File: config.mk
export PLATFORM = sky130hd
export DESIGN_NAME = mecodo_ctrl
export DESIGN_NICKNAME = d
export VERILOG_FILES = /design/src/rtl/mecodo_pkg.sv /design/src/rtl/mecodo_ctrl.sv
export SDC_FILE = /design/constraint.sdc
export NUM_CORES = 1
export LEC_CHECK = 0
export BUFFER_PORTS_ARGS = -buffer_cell sky130_fd_sc_hd__buf_2
export CAP_MARGIN = 20
export CELL_PAD_IN_SITES_DETAIL_PLACEMENT = 1
export CELL_PAD_IN_SITES_GLOBAL_PLACEMENT = 1
export CORE_UTILIZATION = 35
export CTS_CLUSTER_SIZE = 16
export DETAILED_ROUTE_END_ITERATION = 12
export HOLD_SLACK_MARGIN = 0.15
export PLACE_DENSITY_LB_ADDON = 0.1
export SKIP_CTS_REPAIR_TIMING = 1
export SLEW_MARGIN = 10
export SYNTH_ARGS = -nofsm -noshare
export SYNTH_HDL_FRONTEND = slang
export SYNTH_SLANG_ARGS = --single-unit
File: constraint.sdc
create_clock -name clk -period 3.09 [get_ports clk]
set_clock_uncertainty 0.1 [all_clocks]
set_input_delay 0.618 -clock clk [delete_from_list [all_inputs] [get_ports clk]]
set_output_delay 0.618 -clock clk [all_outputs]
set_load 0.005 [all_outputs]
File: src/rtl/mecodo_pkg.sv
// Package with the payload types, controller commands, constants and arithmetic helpers.
`default_nettype none
package mecodo_pkg;

  // Number of CORDIC iterations for the sine and cosine of the heading.
  localparam int unsigned ANGLE_STEPS = 24;
  localparam int unsigned ITER_W = 5;
  localparam logic [ITER_W-1:0] CORD_LAST = ITER_W'(ANGLE_STEPS - 1);
  localparam logic [ITER_W-1:0] KIN_LAST  = ITER_W'(2);
  localparam logic [ITER_W-1:0] POSE_LAST = ITER_W'(9);

  localparam logic [15:0] INV_SQRT2_Q16   = 16'd46341;
  localparam logic [29:0] INV_TWO_PI_Q32  = 30'd683565276;
  localparam logic [32:0] CORDIC_GAIN_Q30 = 33'h026DD3B6A;
  localparam logic [23:0] TURN_GAIN_RESET = 24'd190055;

  typedef struct packed {
    logic signed [31:0] wheel_front_left;
    logic signed [31:0] wheel_front_right;
    logic signed [31:0] wheel_back_right;
    logic signed [31:0] wheel_back_left;
    logic [15:0]        elapsed_time;
  } in_t;

  typedef struct packed {
    logic signed [47:0] position_x;
    logic signed [47:0] position_y;
    logic [31:0]        heading_angle;
    logic signed [31:0] body_velocity_x;
    logic signed [31:0] body_velocity_y;
    logic signed [31:0] turn_rate;
  } out_t;

  // Datapath operations, one per cycle.
  typedef enum logic [3:0] {
    OP_NONE, OP_M_VX, OP_M_VY, OP_M_W, OP_CORDIC, OP_M_XC, OP_M_YS, OP_M_XS,
    OP_M_YC, OP_M_XDT, OP_M_YDT, OP_M_WDT, OP_M_HLO, OP_M_HHI, OP_HEAD
  } op_t;

  typedef struct packed {
    op_t              op;
    logic [ITER_W-1:0] iter;
    logic             load;
    logic             out_load;
  } cmd_t;

  // Arctangent of 2^-i as a binary angle in Q0.32 turns scale.
  function automatic logic [31:0] atan_lut(input logic [ITER_W-1:0] i);
    logic [31:0] r;
    case (i)
      5'd0:  r = 32'h20000000;  5'd1:  r = 32'h12E4051E;
      5'd2:  r = 32'h09FB385B;  5'd3:  r = 32'h051111D4;
      5'd4:  r = 32'h028B0D43;  5'd5:  r = 32'h0145D7E1;
      5'd6:  r = 32'h00A2F61E;  5'd7:  r = 32'h00517C55;
      5'd8:  r = 32'h0028BE53;  5'd9:  r = 32'h00145F2F;
      5'd10: r = 32'h000A2F98;  5'd11: r = 32'h000517CC;
      5'd12: r = 32'h00028BE6;  5'd13: r = 32'h000145F3;
      5'd14: r = 32'h0000A2FA;  5'd15: r = 32'h0000517D;
      5'd16: r = 32'h000028BE;  5'd17: r = 32'h0000145F;
      5'd18: r = 32'h00000A30;  5'd19: r = 32'h00000518;
      5'd20: r = 32'h0000028C;  5'd21: r = 32'h00000146;
      5'd22: r = 32'h000000A3;  5'd23: r = 32'h00000051;
      5'd24: r = 32'h00000029;  5'd25: r = 32'h00000014;
      5'd26: r = 32'h0000000A;  5'd27: r = 32'h00000005;
      5'd28: r = 32'h00000003;  5'd29: r = 32'h00000001;
      5'd30: r = 32'h00000001;
      default: r = 32'h00000000;
    endcase
    return r;
  endfunction

  // Right shift that rounds to nearest, ties away from zero.
  function automatic logic signed [69:0] rnd_away(input logic signed [69:0] v,
                                                  input int unsigned s);
    logic [69:0] mag;
    mag = v[69] ? 70'(-v) : 70'(v);
    mag = (mag + (70'd1 << (s - 1))) >> s;
    return v[69] ? -$signed(mag) : $signed(mag);
  endfunction

  function automatic logic signed [31:0] sat32(input logic signed [69:0] v);
    logic signed [31:0] r;
    if (v > 70'sd2147483647) r = 32'sh7FFFFFFF;
    else if (v < -70'sd2147483648) r = 32'sh80000000;
    else r = v[31:0];
    return r;
  endfunction

  function automatic logic signed [47:0] sat48(input logic signed [69:0] v);
    logic signed [47:0] r;
    if (v > 70'sd140737488355327) r = 48'sh7FFFFFFFFFFF;
    else if (v < -70'sd140737488355328) r = 48'sh800000000000;
    else r = v[47:0];
    return r;
  endfunction

endpackage
`default_nettype wire

File: src/rtl/mecodo_ctrl.sv
// Controller state machine that sequences the shared multiplier and CORDIC steps.
`default_nettype none
module mecodo_ctrl import mecodo_pkg::*; (
  input  wire logic clk,
  input  wire logic rst_n,
  input  wire logic in_valid,
  output logic      in_ready,
  output logic      out_valid,
  input  wire logic out_ready,
  output cmd_t      cmd
);

  typedef enum logic [4:0] {
    ST_IDLE   = 5'b00001,
    ST_KIN    = 5'b00010,
    ST_CORDIC = 5'b00100,
    ST_POSE   = 5'b01000,
    ST_OUT    = 5'b10000
  } state_t;

  state_t state_r, state_nxt;
  logic [ITER_W-1:0] cnt_r, cnt_nxt;
  logic out_valid_r, out_valid_nxt;
  logic out_free;

  assign in_ready  = (state_r == ST_IDLE);
  assign out_valid = out_valid_r;
  assign out_free  = !out_valid_r || out_ready;

  // Next state, step counter and command decode.
  always_comb begin
    state_nxt = state_r;
    cnt_nxt = cnt_r;
    out_valid_nxt = out_valid_r && !out_ready;
    cmd.op = OP_NONE;
    cmd.iter = cnt_r;
    cmd.load = 1'b0;
    cmd.out_load = 1'b0;
    case (state_r)
      ST_IDLE: begin
        if (in_valid) begin
          cmd.load = 1'b1;
          state_nxt = ST_KIN;
          cnt_nxt = '0;
        end
      end
      ST_KIN: begin
        case (cnt_r)
          5'd0: cmd.op = OP_M_VX;
          5'd1: cmd.op = OP_M_VY;
          default: cmd.op = OP_M_W;
        endcase
        cnt_nxt = cnt_r + 1'b1;
        if (cnt_r == KIN_LAST) begin
          state_nxt = ST_CORDIC;
          cnt_nxt = '0;
        end
      end
      ST_CORDIC: begin
        cmd.op = OP_CORDIC;
        cnt_nxt = cnt_r + 1'b1;
        if (cnt_r == CORD_LAST) begin
          state_nxt = ST_POSE;
          cnt_nxt = '0;
        end
      end
      ST_POSE: begin
        case (cnt_r)
          5'd0: cmd.op = OP_M_XC;
          5'd1: cmd.op = OP_M_YS;
          5'd2: cmd.op = OP_M_XS;
          5'd3: cmd.op = OP_M_YC;
          5'd4: cmd.op = OP_M_XDT;
          5'd5: cmd.op = OP_M_YDT;
          5'd6: cmd.op = OP_M_WDT;
          5'd7: cmd.op = OP_M_HLO;
          5'd8: cmd.op = OP_M_HHI;
          default: cmd.op = OP_HEAD;
        endcase
        cnt_nxt = cnt_r + 1'b1;
        if (cnt_r == POSE_LAST) state_nxt = ST_OUT;
      end
      ST_OUT: begin
        if (out_free) begin
          cmd.out_load = 1'b1;
          out_valid_nxt = 1'b1;
          state_nxt = ST_IDLE;
        end
      end
      default: state_nxt = ST_IDLE;
    endcase
  end

  // State registers.
  always_ff @(posedge clk) begin
    if (!rst_n) begin
      state_r <= ST_IDLE;
      cnt_r <= '0;
      out_valid_r <= 1'b0;
    end else begin
      state_r <= state_nxt;
      cnt_r <= cnt_nxt;
      out_valid_r <= out_valid_nxt;
    end
  end

`ifndef SYNTHESIS
  a_load_starts: assert property (@(posedge clk) disable iff (!rst_n)
    cmd.load |=> state_r == ST_KIN)
    else $error("accepted request did not start the kinematics steps");
  a_out_holds: assert property (@(posedge clk) disable iff (!rst_n)
    (state_r == ST_OUT && out_valid_r && !out_ready) |=> state_r == ST_OUT)
    else $error("result overwritten while the previous one was waiting");
  a_out_sets_valid: assert property (@(posedge clk) disable iff (!rst_n)
    cmd.out_load |=> out_valid_r)
    else $error("result loaded without valid");
`endif

endmodule
`default_nettype wire

==> metrics <==
Worst Path Required 2.37 ns; ratio of cells with drive above 1 in the final layout 0.259; worst slew pin tran 0.595 ns; outcome finished, final reports clean; antenna violations before repair 0; Final min period 2.75 ns; global-route met2 utilization 0.340; final core occ 0.417; Flop pwr share 0.518; fraction of the cycle the final worst path needs 0.889; total via count in the routed design 993; Int Power 0.278 mW; Final ANT Viol Nets 0; static leakage 0.519 nW; wire length of the first global-routing pass 4770 um; launching element type of the critical path flip-flop; share of power burned in combinational logic 0.174; Clock power frac 0.308; antenna diode count 0; Worst Hold Endpoint out_valid$_SDFF_PN0_; Total Nets Final 151; # rows 19; Crit Path Max Fanout 10; worst hold slack after final layout 0.441 ns; cell area after synthesis 1050 sq um; Post-Synthesis Cells 122; Yosys Warn Count 0; Area Growth Syn to Fin 11.2%; leading cell types in the layout, fill and taps excluded sky130_fd_sc_hd__buf_2, sky130_fd_sc_hd__dfxtp_1, sky130_fd_sc_hd__inv_1; highest cell delay on the worst timing path 0.58 ns; area of all placed cells without fillers 1170 sq um; Hold Crit Start out_valid$_SDFF_PN0_; floorplan die area 3230 sq um; setup-violating endpoint count in the final report 0; Worst-path clk slew 0.11 ns; depth of the CTS H-tree 1; global-route track usage on met1 0.244; register bit count reported by yosys 15; switching power share of the total 0.319; Placed Area 1140 sq um; number of port buffers 16; routed length per placed instance 16.7 um; final hold violations 0; hold-critical path depth 2; HP Class flip-flop to flip-flop; global-route layer with the greatest usage met2; First DRT Iteration DRCs 41; total negative setup slack 0 ns; Die W 56.9 um; cell area power density 348 nW/um^2; number of top-level design ports 17; WL final 2840 um; total global routing track utilization 0.196; number of library cell types mapped by synthesis 50; GP Congestion 0.787; CTS sink count 15; critical path arrival 2.03 ns; Worst path slowest cell sky130_fd_sc_hd__nor4_1; CP cell instances nor4_1, nand2_2, o32ai_1, buf_2; worst setup slack before clock tree synthesis 0.488 ns; fraction of synthesis flops using an asynchronous set or reset pin 0; Post-Syn Nets 133; fraction of met3 tracks used by global routing 0.0276; Final Slew Violations 0; Top delay family on crit path simple AND/OR/NAND/NOR gates; DR vias/cell 5.84; clock root cell sky130_fd_sc_hd__clkbuf_4; peak clock frequency supported by timing 364 MHz; unrepaired setup endpoints after global routing no; sum of internal, switching and leakage power 0.408 mW; max-cap viol count 0; non-filler cells in the finished layout 170; post-route DRC violation count 0; register-to-register setup slack 0.45 ns; Die Y 56.9 um; number of global-route vias before repair 980; number of cells on the worst reg-to-reg path 8; flip-flop cell with the highest count after synthesis sky130_fd_sc_hd__dfxtp_1; most common cell after layout, fill and taps aside sky130_fd_sc_hd__buf_2; sw power 0.130 mW; maximum root-to-sink buffer count 2; Post-Place Cells 166; post-synthesis sequential area ratio 0.285; Critical R2R Launch cnt_r[0]$_SDFFE_PN0N_; endpoint class of the critical path output port; latest clock arrival within the worst-skew pair 0.30 ns; normalized max-slew margin 0.600; maximum number of pins on one net before global-route repair 11; number of buffers created by CTS 3; IR Drop Worst-Case VDD 0.000146 V; critical path type flip-flop to output port; initial core utilization 0.376; minimum setup slack in the final design 0.343 ns; half-perimeter wire length of the detailed placement result 2200 um; number of enable flip-flop cells after synthesis 0; GRT Residual Overflow 0; average cell area after synthesis 8.64 sq um; clock tree from TritonCTS done; CP Buf/Inv Count 1; Core ar. 2810 sq um; Pre-Repair DR Iteration Count 4
[worst min-delay path, stage by stage, from the launching register on]
cell	delay, ns
sky130_fd_sc_hd__dfxtp_1	0.33
sky130_fd_sc_hd__nand2b_1	0.10
sky130_fd_sc_hd__a21oi_1	0.07
[metal layers]
layer,part of all wire,vias to the layer above
met3,0.020,5
li1,-,489
met4,0.014,0
met5,0,-
met1,0.46,487
met2,0.50,12
[cells by family (layout without fill, tap and decap cells)]
group           count (synthesis)  after routing  share of synthesized area
simple gates                   49             49                      0.284
compound gates                 32             32                      0.243
buf+inv                        17             34                     0.0843
mux                             2              2                     0.0202
fa+ha+maj                       7              7                     0.0831
flops                          15             15                      0.285
[area by class of cell]
cell class                 count  area (sq um)
multi-input combinational     90           664
tap                           31          38.8
clock buffer                   3          22.5
sequential                    15           300
clock inverter                 1          5.00
inverter                      12          45.0
timing repair buffer          18          95.1
fill                         354          1630
[synth_stat cells, types with 2 or more instances]
master	number	area [sq um]
sky130_fd_sc_hd__dfxtp_1	15	300
sky130_fd_sc_hd__nor3_1	6	30.0
sky130_fd_sc_hd__inv_1	12	45.0
sky130_fd_sc_hd__buf_6	3	33.8
sky130_fd_sc_hd__nand2b_1	3	18.8
sky130_fd_sc_hd__o21ai_0	4	20.0
sky130_fd_sc_hd__and2_1	2	12.5
sky130_fd_sc_hd__nand3_1	4	20.0
sky130_fd_sc_hd__nor3b_1	3	22.5
sky130_fd_sc_hd__a31oi_1	2	12.5
sky130_fd_sc_hd__o22ai_1	2	12.5
sky130_fd_sc_hd__nand3b_1	2	15.0
sky130_fd_sc_hd__a21oi_1	7	35.0
sky130_fd_sc_hd__o311a_1	2	20.0
sky130_fd_sc_hd__ha_1	7	87.6
sky130_fd_sc_hd__nor2_1	9	33.8
sky130_fd_sc_hd__nand2_1	5	18.8
sky130_fd_sc_hd__a311oi_1	2	17.5
[how the worst max path moves through the flow]
stage | startpoint | end | slack (ns) | cells after the start
after floorplan | cnt_r[4]$_SDFFE_PN0N_ | flip-flop | 0.70 | 8
after global placement | cnt_r[0]$_SDFFE_PN0N_ | flip-flop | 0.53 | 8
after detailed placement | in_valid | flip-flop | 0.49 | 9
after CTS | state_r[4]$_SDFFE_PN0P_ | cmd[7] | 0.32 | 4
after global routing | state_r[4]$_SDFFE_PN0P_ | cmd[7] | 0.22 | 4
final | state_r[4]$_SDFFE_PN0P_ | cmd[7] | 0.34 | 4
[power by group through the flow]
stage / sequential (mW) / clock (mW) / combinational, mW
detailed placement: 0.215 / 0 / 0.0713
floorplan: 0.212 / 0 / 0.0495
global route: 0.212 / 0.140 / 0.0801
global placement: 0.216 / 0 / 0.0701
finish: 0.211 / 0.126 / 0.0709
CTS: 0.211 / 0.128 / 0.0718
Power figures use the tool's default switching activity.
